[config.mk]
export PLATFORM = sky130hd
export DESIGN_NAME = cji_outq
export DESIGN_NICKNAME = d
export VERILOG_FILES = /design/src/hdl/cji_pkg.sv /design/src/hdl/cji_outq.sv
export SDC_FILE = /design/constraint.sdc
export NUM_CORES = 1
export LEC_CHECK = 0
export BUFFER_PORTS_ARGS = -buffer_cell sky130_fd_sc_hd__buf_2
export CAP_MARGIN = 20
export CORE_MARGIN = 2
export CORE_UTILIZATION = 40
export DETAILED_ROUTE_END_ITERATION = 7
export PLACE_DENSITY = 0.65
export RECOVER_POWER = 25
export SLEW_MARGIN = 20
export SYNTH_ARGS = -nofsm -noshare
export SYNTH_HDL_FRONTEND = slang
export SYNTH_SLANG_ARGS = --single-unit
export TNS_END_PERCENT = 10
[constraint.sdc]
create_clock -name i_clk -period 6.26 [get_ports i_clk]
set_clock_uncertainty 0.15 [all_clocks]
set_input_delay 0.313 -clock i_clk [delete_from_list [all_inputs] [get_ports i_clk]]
set_output_delay 0.313 -clock i_clk [all_outputs]
set_load 0.02 [all_outputs]
[src/hdl/cji_pkg.sv]
// ---------------------------------------------------------------------------
// cji_pkg
// Shared widths, constants and types of the cubic joint interpolator.
// ---------------------------------------------------------------------------
package cji_pkg;

    localparam int TIME_BITS      = 24;
    localparam int TIME_FRAC_BITS = TIME_BITS - 8;
    localparam int POS_W          = 32;

    localparam int MUL_CH  = 28;
    localparam int MUL_NCH = 4;
    localparam int MUL_XW  = MUL_CH * MUL_NCH;
    localparam int PP_W    = MUL_CH + TIME_BITS + 1;
    localparam int ACC_W   = 136;

    localparam int T3_W = 3 * TIME_BITS;
    localparam int D_W  = T3_W + TIME_FRAC_BITS;
    localparam int Q_W  = POS_W;

    localparam logic [TIME_BITS-1:0] DURATION_RESET = TIME_BITS'(65536);
    localparam logic [POS_W-1:0]     POS_MAX        = {1'b0, {(POS_W-1){1'b1}}};
    localparam logic [POS_W-1:0]     POS_MIN        = {1'b1, {(POS_W-1){1'b0}}};

    typedef struct packed {
        logic signed [POS_W-1:0] p1;
        logic                    zero;
    } t_pside;

    typedef struct packed {
        logic signed [POS_W-1:0] p1;
        logic                    zero;
        logic                    neg;
        logic                    big;
    } t_dside;

    typedef struct packed {
        logic [TIME_BITS-1:0]    t;
        logic [TIME_BITS-1:0]    dur;
        logic signed [POS_W-1:0] p1;
        logic                    zero;
    } t_pctx;

    typedef struct packed {
        logic signed [POS_W-1:0] position;
        logic                    overflow;
    } t_res;

endpackage

[src/hdl/cji_outq.sv]
// ---------------------------------------------------------------------------
// cji_outq
// Two-entry result queue; decouples the pipeline from output backpressure.
// ---------------------------------------------------------------------------
module cji_outq import cji_pkg::*; (
    input  logic i_clk,
    input  logic i_rst_n,
    input  logic i_push,
    input  t_res i_data,
    input  logic i_ready,
    output logic o_valid,
    output t_res o_data,
    output logic o_room
);

    logic [1:0] r_cnt;
    logic [1:0] n_cnt;
    t_res       r_slot [2];
    t_res       n_slot [2];
    logic       w_pop;
    logic       w_wi;

    assign w_pop = (r_cnt != 2'd0) & i_ready;
    assign w_wi  = 1'(r_cnt - 2'(w_pop));

    always_comb begin
        n_cnt  = r_cnt + 2'(i_push) - 2'(w_pop);
        n_slot = r_slot;
        if (w_pop) begin
            n_slot[0] = r_slot[1];
        end
        if (i_push) begin
            n_slot[w_wi] = i_data;
        end
    end

    always_ff @(posedge i_clk) begin
        if (!i_rst_n) begin
            r_cnt <= 2'd0;
        end else begin
            r_cnt <= n_cnt;
        end
    end

    always_ff @(posedge i_clk) begin
        r_slot <= n_slot;
    end

    assign o_valid = (r_cnt != 2'd0);
    assign o_data  = r_slot[0];
    assign o_room  = (r_cnt < 2'd2);

endmodule

== Yosys cells after proc, flatten, opt, wreduce, memory -nomap -nowiden ==
Index checks and enable logic that the tools add are counted.

* Div/mod/pow operators: 0
* Bitwise gates (word level): 2
* Equality and inequality tests: 0
* Magnitude comparators: 3
* Shifts and indexed selects: 0
* Add/subtract/negate cells: 3
* Multiplexer cells: 5
* Multipliers: 0
* Reductions and logical operators: 2

{| class="wikitable"
|+ Operators by type and width
! kind !! number
|-
| bitwise mux 66 bit || 1
|-
| two-way mux 33 bit || 2
|-
| two-way mux 66 bit || 1
|-
| demux 33 bit (select 1 bit) || 1
|-
| adder 2 x 1 -> 2 bit || 1
|-
| greater-or-equal comparator 2 bit, second input constant || 1
|-
| < comparator 2 x 1 -> 1 bit, second input constant || 1
|-
| < comparator 2 bit, second input constant || 1
|-
| NOT 1 -> 2 bit || 1
|-
| nonzero test 2 bit || 1
|-
| subtractor 2 x 1 -> 2 bit || 1
|-
| AND 1 bit || 1
|-
| logical AND 1 bit || 1
|-
| subtractor 1 bit || 1
|}

* ROM bits: 0
* Output and inout bits: 35
* Memories kept: 0
* Latch bits: 0
* Register bits after elaboration: 68
* Input port bits: 37
* Bits in writable memories: 0

== Logic depth before layout (Yosys ltp) ==
Gate-level depths: netlist of run 1.

* Depth in word-level cells: 10
* Depth in mapped cells: 5
* Mapped depth without buffers: 5

== Least setup slack after synthesis of run 1 ==
Ideal clock, no wire load.

* Path kind: reg-to-reg
* Start: reg r_cnt[0]
* End: reg r_cnt[1]
* Slack: 4228 ps
* Period minus slack after synthesis: 2032 ps
* Setup time: 76 ps
* Arrival time: 1807 ps
* Stages on the path, launching flop included: 6
* Cell sequence: dfxtp_1 nand3b_1 nand2_1 ha_1 o21ai_0 a21boi_0

* Cells in the longest elaborated chain, start to end: 3
* Elaborated cells on any way between the ends: 4
* Classes of those cells: add/sub (2); bitwise (1); reduce/logical (1)

{| class="wikitable"
|+ RTL lines
! element !! RTL line !! RTL
|-
| start: declaration || cji_outq.sv:16 || <nowiki>logic [1:0] r_cnt;</nowiki>
|-
| start signal: assignment || cji_outq.sv:41 || <nowiki>r_cnt <= n_cnt;</nowiki>
|-
| parallel branches: the longest is 2 deep, another holds adder 2 x 1 -> 2 bit || - ||
|-
| subtractor 2 x 1 -> 2 bit (*) || cji_outq.sv:27 || <nowiki>n_cnt = r_cnt + 2'(i_push) - 2'(w_pop);</nowiki>
|}

Every way passes the cells marked *.
A chain may end at the register's enable or synchronous reset.

==> run metrics, run 1 <==
critical hold path startpoint=i_data[2]; Filler cells=700; Syn Nets=224; Static Leak=~1.4 nW; synth unique cells=20; DR vias=1,481; clk_lat worst skew=0.32 ns; share of the synthesized area in the top cell type=0.3359; slowest stage cell on the critical path=nand3_2; H-tree Lvls=3; outcome=finished, final reports clean; crit share post-route=0.3519; Setup Viol. Count Final=0; asr flop ratio synth=0; ys flop type=dfxtp_1; starting density of the core=0.4089; Longest Clk Path Bufs=2; Worst path top cell family by delay=simple AND/OR/NAND/NOR gates; commonest cells in the netlist=dfxtp_1, mux2_4, buf_4, edfxtp_1, mux2_2; CTS tree=built; crit path buf inv count=0; WP data required=approximately 6.3 ns; Achievable Freq=454.0 MHz; post-route insts no fill=roughly 340; number of synthesized flops with an enable pin=33; setup TNS=0 ns; Mapped Area=2950 um2; IO Count=72; Worst slew margin=0.3662; most numerous cell in the Yosys netlist=dfxtp_1; first-pass GRT wire length=about 7400 um; Overall Global Routing Usage=0.1187; diodes inserted=0; Row Count=31; syn_area_per_cell=approximately 16 um2; Seq/Total Area, Yosys=0.5734; final WL=4612 um; Reg-to-Reg Start=r_cnt[0]$_SDFF_PN0_; Post-Place Setup Slack=~4.0 ns; CP Max Fanout=33; initial antenna violation count=0; biggest area consumer among synthesized cells=edfxtp_1; root buffer cell=clkbuf_8; core area=7214 um2; Worst Setup SP=r_cnt[0]$_SDFF_PN0_; critical path class=flop to flop; crit-path max cell delay=0.73 ns; Die Y-Extent=between 80 and 90 um; RD Place Congestion=0.6150; WP data arrival=2.26 ns; ANT nets after route=0; Final Hold Fails=0; Synth warnings=0; Avg WL per Cell=13.73 um; gr ovfl total=0; postcts setup bufs=0; DR iter-0 viols=35; max cap viols=0; P&R area growth vs syn=14.08%; largest cells by area after synthesis=edfxtp_1, dfxtp_1, mux2_4; Final Max Slew Viols=0; DIE AREA=8078 um2; flops & latches, synth=just under 70; CP Cell Sequence=nand3b_1, nand3_2, mux2_2; total CTS buffers=9; placed cell count=318; largest net degree at the start of global routing=36; Worst Hold Class=input port to flop; Gate Count Post-Synth=186; RSZ-0062 raised after global routing=no; hpwl dp=2800 um; number of global-route vias before repair=approximately 1,500; CP endpoint kind=flop; min Tclk post-route=2.203 ns; pwr dens=337.4 nW/um2; DRC viols=0; area of the multi-input gates=968.4 um2; FF-to-FF setup slack=just over 4 ns; drt first pass iters=4; crit start category=flop; Die W=89.88 um; Worst VDD drop=121.5 uV; share of cells above drive strength 1=0.5907; worst slew pin tran=0.9497 ns; Worst-path clk slew=0.07 ns; Reg area=1692 um2; setup slack after layout=4.057 ns; TritonCTS Sinks=68; vias per std cell=4.408; PortBufs=around 70; # nets final=271
[per-stage QoR]
stage                     area [um2]  power, mW  utilization  hold slack (ns)
final                           3366      1.136       0.4665          0.02296
after CTS                       3386      1.155       0.4693       0.00005904
after global routing            3366      1.184       0.4665         0.006597
after floorplan                 2950     0.7552            -           0.2619
after global placement          3151     0.7681       0.4367           0.3548
after detailed placement        3151     0.7707       0.4367           0.3565
[cell families (layout without fill, tap and decap cells)]
family                   Yosys count  in the layout  share of synthesized area
multiplexers                      66             66                     0.2952
AND/OR/NAND/NOR                    8              8                    0.01824
AO/OA/AOI/OAI                      3              3                   0.007209
buffers and inverters             40             91                     0.1018
adder cells (fa/ha/maj)            1              1                   0.004240
flip-flops                        68             68                     0.5734
[layout make-up]
cell class / count / area share
multi-input cells: 78 / 0.2877
flip-flops and latches: 68 / 0.5026
clock inverters: 5 / 0.02305
inverters: 1 / 0.001115
well taps: 99 / 0.03680
repair buffers: 75 / 0.1108
clock buffers: 10 / 0.03792
[cells in the final DEF (no fill, tap or decap)]
cell type / netlist / layout
edfxtp_1: 33 / 33
or3_1: 1 / 1
dfxtp_1: 35 / 35
dlygate4sd3_1: 0 / 3
o21ai_4: 0 / 1
clkbuf_8: 0 / 9
clkbuf_1: 0 / 17
nand3b_1: 1 / 1
or2_2: 1 / 1
and2b_1: 1 / 1
clkinvlp_4: 0 / 1
ha_2: 0 / 1
nand2_1: 1 / 1
inv_1: 1 / 1
and2_1: 1 / 1
bufinv_16: 0 / 2
nand3_2: 1 / 1
mux2_2: 32 / 32
buf_4: 33 / 1
a21boi_0: 1 / 1
nand2b_1: 1 / 1
o21ai_0: 1 / 1
mux2_4: 34 / 34
clkinv_2: 0 / 2
buf_2: 3 / 55
[worst paths after layout]
kind | endpoint | cells past startpoint
max | o_data[19]$_DFF_P_ | 3
min | flop | 1
max reg2reg | o_data[19]$_DFF_P_ | 3
min reg2reg | o_data[15]$_DFF_P_ | 2
[report_power, final]
group	internal [mW]	leakage [nW]	switching [mW]	total [mW]
Clock	0.221	0.102	0.156	0.377
Combinational	0.122	0.732	0.105	0.227
Sequential	0.512	0.595	0.0198	0.532
[timing repair]
item / CTS / global route
hold buffers: 3 / 0
resized for setup: 0 / 0
hold endpoints to repair: 3 / 0
[layer usage]
| metal | GRT usage | wire length [um] | up-vias |
|---|---|---|---|
| met1 | 0.1558 | 2227 | 702 |
| li1 | - | - | 726 |
| met2 | 0.1717 | 2034 | 49 |
| met3 | 0.03856 | 302 | 4 |
| met4 | 0.06923 | 48 | 0 |
| met5 | 0 | 0 | - |
(Power assumes the default switching activity.)
==> run 2, diff against run 1 <==
Clock period 6.26 ns to 2.1 ns, I/O delays scaled along.
==> run metrics, run 2 (synthesis results as in run 1) <==
crit share post-route=0.8803 (+0.5285); Flop pwr share=0.457 (-0.011); pwr dens=929.0 nW/um2 (+180%); Worst Reg-to-Reg Cells=5 (+2); drt first pass iters=4 (unchanged); post-route cell area=3734 um2 (+11%); WP data arrival=1.92 ns (-0.34 ns); max cap viols=0 (unchanged); CP Max Fanout=5 (-85%); CP endpoint kind=flop; critical path class=flop to flop; total CTS buffers=9 (unchanged); clk_lat worst skew=0.33 ns (about the same); Reg-to-Reg Start=r_cnt[0]$_SDFF_PN0_; RSZ-0062 raised after global routing=no; diodes inserted=0 (unchanged); commonest non-fill, non-tap cell in the layout=buf_2; core area=7214 um2 (unchanged); RR Endpoint=r_cnt[0]$_SDFF_PN0_; outcome=finished, final reports clean; min Tclk post-route=1.849 ns (-0.3539 ns); first-pass GRT wire length=8010 um (+8.0%); Worst slew margin=0.8086 (+0.4424); Worst-path clk slew=0.07 ns (about the same); Worst Setup SP=r_cnt[0]$_SDFF_PN0_; Final Max Slew Viols=0 (unchanged); Static Leak=1.576 nW (+10%); Setup Viol. Count Final=0 (unchanged); Crit path depth=5 (+2); Die Y-Extent=89.88 um (unchanged); Worst VDD drop=411.5 uV (+240%); number of global-route vias before repair=1,753 (+15%); ANT nets after route=0 (unchanged); combinational power share=0.211 (+0.011); DRC viols=0 (unchanged); root buffer cell=clkbuf_8; gr ovfl total=0 (unchanged); TritonCTS Sinks=68 (unchanged); Internal=2.598 mW (+200%); IO Count=72 (unchanged); crit-path max cell delay=0.55 ns (-0.18 ns); slowest stage cell on the critical path=dlygate4sd3_1; area of placed instances=3201 um2 (+1.6%); Die W=89.88 um (unchanged); crit path buf inv count=1 (+1); Worst path top cell family by delay=buffers and inverters; H-tree Lvls=3 (unchanged); DR vias=1,627 (+9.9%); most frequent cells in the layout=buf_2, dlygate4sd3_1, dfxtp_1; worst setup path end=r_cnt[0]$_SDFF_PN0_; Longest Clk Path Bufs=2 (unchanged); DR iter-0 viols=32 (-8.6%); RD Place Congestion=0.6509 (+5.8%); CP Cell Sequence=nand3b_1, nand2_1, ha_2, and2_1, dlygate4sd3_1; Avg WL per Cell=12.83 um (-6.5%); largest net degree at the start of global routing=34 (-5.6%); FF-to-FF setup slack=0.25 ns (-3.81 ns); WP data required=2.17 ns (-4.15 ns); Final Hold Fails=0 (unchanged); clock power share=0.332 (about the same); DIE AREA=8078 um2 (unchanged); vias per std cell=4.350 (-1.3%); final WL=4800 um (+4.1%); # nets final=308 (+14%); crit start category=flop; CTS tree=built; Sw Pwr=0.8706 mW (+210%); Overall Global Routing Usage=0.1274 (+0.008746); setup TNS=0 ns (unchanged); hpwl dp=3056 um (+9.2%); switch share=0.2510 (+0.004036); P&R area growth vs syn=26.55%; PortBufs=71 (unchanged); starting density of the core=0.4089 (unchanged); Achievable Freq=540.9 MHz (+19%); Worst Hold Class=input port to flop; worst slew pin tran=0.2871 ns (-0.6625 ns); initial antenna violation count=0 (unchanged); post-cts sizing count=0 (unchanged); Row Count=31 (unchanged); share of cells above drive strength 1=0.4982 (-0.09254)
[run 2: cell count changes in the layout (fill, tap and decap cells not counted), sizes merged]
cell,delta
buf,-5
inv,+1
clkinv,+1
dlygate4sd3,+32
clkbuf,+9
[run 2: stage by stage]
step	hold slack (ns)	std cells	utilization	worst slack, ns	power (mW)
finish	0.1023	374	0.5175	0.2513	3.469
global route	0.1206	374	0.5175	0.1785	3.633
CTS	0.07912	374	0.5219	0.2525	3.538
detailed placement	0.1468	323	0.4436	0.3915	2.307
global placement	0.1434	323	0.4436	0.4242	2.298
floorplan	0.05387	186	-	0.06754	2.251
[run 2: worst min path at each step]
stage                     endpoint  slack [ns]  startpoint  cells past startpoint
4_1_cts        r_cnt[1]$_SDFF_PN0_        0.08     i_ready                      4
3_5_place_dp                  flop        0.15  i_data[29]                      1
5_1_grt        r_cnt[1]$_SDFF_PN0_        0.12     i_ready                      4
6_report       r_cnt[1]$_SDFF_PN0_        0.10     i_ready                      4
3_3_place_gp                  flop        0.14   i_data[3]                      1
2_1_floorplan                 flop        0.05   i_data[0]                      0
[run 2: timing repair]
action / CTS / global route
endpoints found under the hold margin: 68 / 0
hold buffers: 35 / 0
setup buffers: 0 / 0
[run 2: power groups by stage]
| stage | clock network [mW] | registers [mW] | logic [mW] |
|---|---|---|---|
| 3_5_place_dp | 0 | 1.62 | 0.692 |
| 4_1_cts | 1.20 | 1.59 | 0.748 |
| 3_3_place_gp | 0 | 1.61 | 0.685 |
| 5_1_grt | 1.25 | 1.60 | 0.781 |
| 6_report | 1.15 | 1.58 | 0.732 |
| 2_1_floorplan | 0 | 1.60 | 0.649 |
[run 2: tightest hold or removal path, stage by stage]
cell and delay [ns]:
buf_2 0.13, and2b_1 0.14, or3_1 0.09, a21boi_0 0.07
[run 2: per-layer routing]
layer  track usage  share of wire  vias up
li1              -              -      803
met2        0.1926           0.44       52
met3       0.03772          0.050       12
met1        0.1633           0.48      760
met4       0.07308          0.026        0
met5             0              0        -
[run 2: area by class of cell]
class,instances,area [um2]
Clock buffer,9,123.9
Fill cell,661,3481
Tap cell,99,123.9
Sequential cell,68,1692
Clock inverter,7,90.09
Inverter,1,3.754
Multi-Input combinational cell,78,968.4
Timing Repair Buffer,112,732.0
==> run 3, diff against run 2 <==
Settings changed: CORE_UTILIZATION 40 to 35, PLACE_DENSITY 0.65 to 0.66.
==> run metrics, run 3 (synthesis results as in run 1) <==
Row Count=33 (+6.5%); Filler cells=763 (+15%); IO Count=72 (unchanged); PortBufs=71 (unchanged); Setup Viol. Count Final=0 (unchanged); Post-Place Setup Slack=0.3732 ns (-0.01830 ns); gr ovfl total=0 (unchanged); share of cells above drive strength 1=0.5146 (+0.01642); max layer used=met4; Static Leak=1.566 nW (-0.62%); CP Max Fanout=5 (unchanged); worst slew pin tran=0.3004 ns (+0.01329 ns); min Tclk post-route=1.851 ns (+0.001926 ns); starting density of the core=0.3609 (-0.04807); crit share post-route=0.8812 (+0.0009171); RSZ-0062 raised after global routing=no; total CTS buffers=9 (unchanged); diodes inserted=0 (unchanged); Avg WL per Cell=13.02 um (+1.5%); Die W=95.81 um (+6.6%); DR vias=1,613 (-0.86%); Worst slew margin=0.7997 (-0.008861); DIE AREA=9180 um2 (+14%); initial antenna violation count=0 (unchanged); Reg area=1692 um2 (unchanged); CP endpoint kind=flop; setup TNS=0 ns (unchanged); pwr dens=876.7 nW/um2 (-5.6%); root buffer cell=clkbuf_8; Worst VDD drop=500.0 uV (+21%); drt first pass iters=4 (unchanged); critical path class=flop to flop; max cap viols=0 (unchanged); ANT nets after route=0 (unchanged); Longest Clk Path Bufs=2 (unchanged); WP data required=2.18 ns (about the same); DR WL met3=324 um (+35%); clk_lat worst skew=0.34 ns (about the same); # nets final=307 (-0.32%); crit start category=flop; largest net degree at the start of global routing=26 (-24%); setup slack after layout=0.2494 ns (-0.001926 ns); commonest non-fill, non-tap cell in the layout=buf_2; Worst Hold Class=input port to flop; WP data arrival=1.94 ns (+0.02 ns); first-pass GRT wire length=7928 um (-1.0%); outcome=finished, final reports clean; P&R area growth vs syn=25.87%; vias per std cell=4.256 (-2.2%); M1 wire length=2185 um (-5.4%); Overall Global Routing Usage=0.1177 (-0.009753); number of global-route vias before repair=1,747 (-0.34%); TritonCTS Sinks=68 (unchanged); core area=8175 um2 (+13%); Final Max Slew Viols=0 (unchanged); H-tree Lvls=3 (unchanged); DR iter-0 viols=27 (-16%); area of the multi-input gates=968.4 um2 (unchanged); RD Place Congestion=0.6288 (-3.4%); CTS tree=built; Final Hold Fails=0 (unchanged); WL met2=2361 um (+11%); DRC viols=0 (unchanged); most frequent cells in the layout=buf_2, dlygate4sd3_1, dfxtp_1; Achievable Freq=540.4 MHz (-0.10%); hpwl dp=3255 um (+6.5%); Die Y-Extent=95.81 um (+6.6%); Worst-path clk slew=0.08 ns (about the same); final WL=4936 um (+2.8%)
==> run 3: changes by cell type in the layout (fill, tap and decap cells not counted), sizes merged <==
cell    before  now
clkinv       3    5
buf         51   53
clkbuf      35   32
bufinv       2    0
==> run 3: power breakdown <==
group | leakage (nW) | switching (mW) | internal [mW]
clock network | 0.0896 | 0.500 | 0.433
logic | 0.882 | 0.325 | 0.411
registers | 0.595 | 0.0612 | 1.53
==> run 3: what timing repair did <==
item | 4_1_cts | 5_1_grt
gates resized for setup | 0 | 0
buffers inserted | 0 | 0
hold buffers | 35 | 0
endpoints found under the hold margin | 68 | 0
==> run 3: area by class of cell <==
type | instances | area share
Clock buffer | 9 | 0.03336
Clock inverter | 7 | 0.01415
Inverter | 1 | 0.001011
Multi-Input combinational cell | 78 | 0.2608
Sequential cell | 68 | 0.4555
Tap cell | 105 | 0.03538
Timing Repair Buffer | 111 | 0.1998
==> run 3: routing by layer <==
metal,up-vias,global-route usage
met2,48,0.1911
met4,0,0.03929
li1,802,-
met3,6,0.06500
met1,757,0.1309
met5,-,0
==> run 3: path summary, 6_finish.rpt <==
| check | start | endpoint | slack, ns | depth (start not counted) |
|---|---|---|---|---|
| worst min register to register | flop | o_data[27]$_DFF_P_ | 0.45 | 2 |
| worst max register to register | r_cnt[0]$_SDFF_PN0_ | r_cnt[0]$_SDFF_PN0_ | 0.25 | 5 |
| worst min-delay path | i_ready | r_cnt[1]$_SDFF_PN0_ | 0.08 | 4 |
| worst max-delay path | r_cnt[0]$_SDFF_PN0_ | r_cnt[0]$_SDFF_PN0_ | 0.25 | 5 |
==> run 3: through the flow <==
stage	hold WS, ns	cell area [um2]	total power [mW]	instances	utilization
2_1_floorplan	0.05387	2950	2.251	186	-
3_3_place_gp	0.1442	3213	2.300	328	0.3930
3_5_place_dp	0.1469	3213	2.313	328	0.3930
4_1_cts	0.06175	3740	3.329	379	0.4575
5_1_grt	0.09703	3714	3.435	379	0.4542
6_report	0.08261	3714	3.256	379	0.4542
==> run 3: worst max-delay path, stage by stage (launching register included) <==
cell and delay (ns):
dfxtp_1 0.36, nand3b_1 0.21, nand2_1 0.09, ha_2 0.26, and2_1 0.13, dlygate4sd3_1 0.54
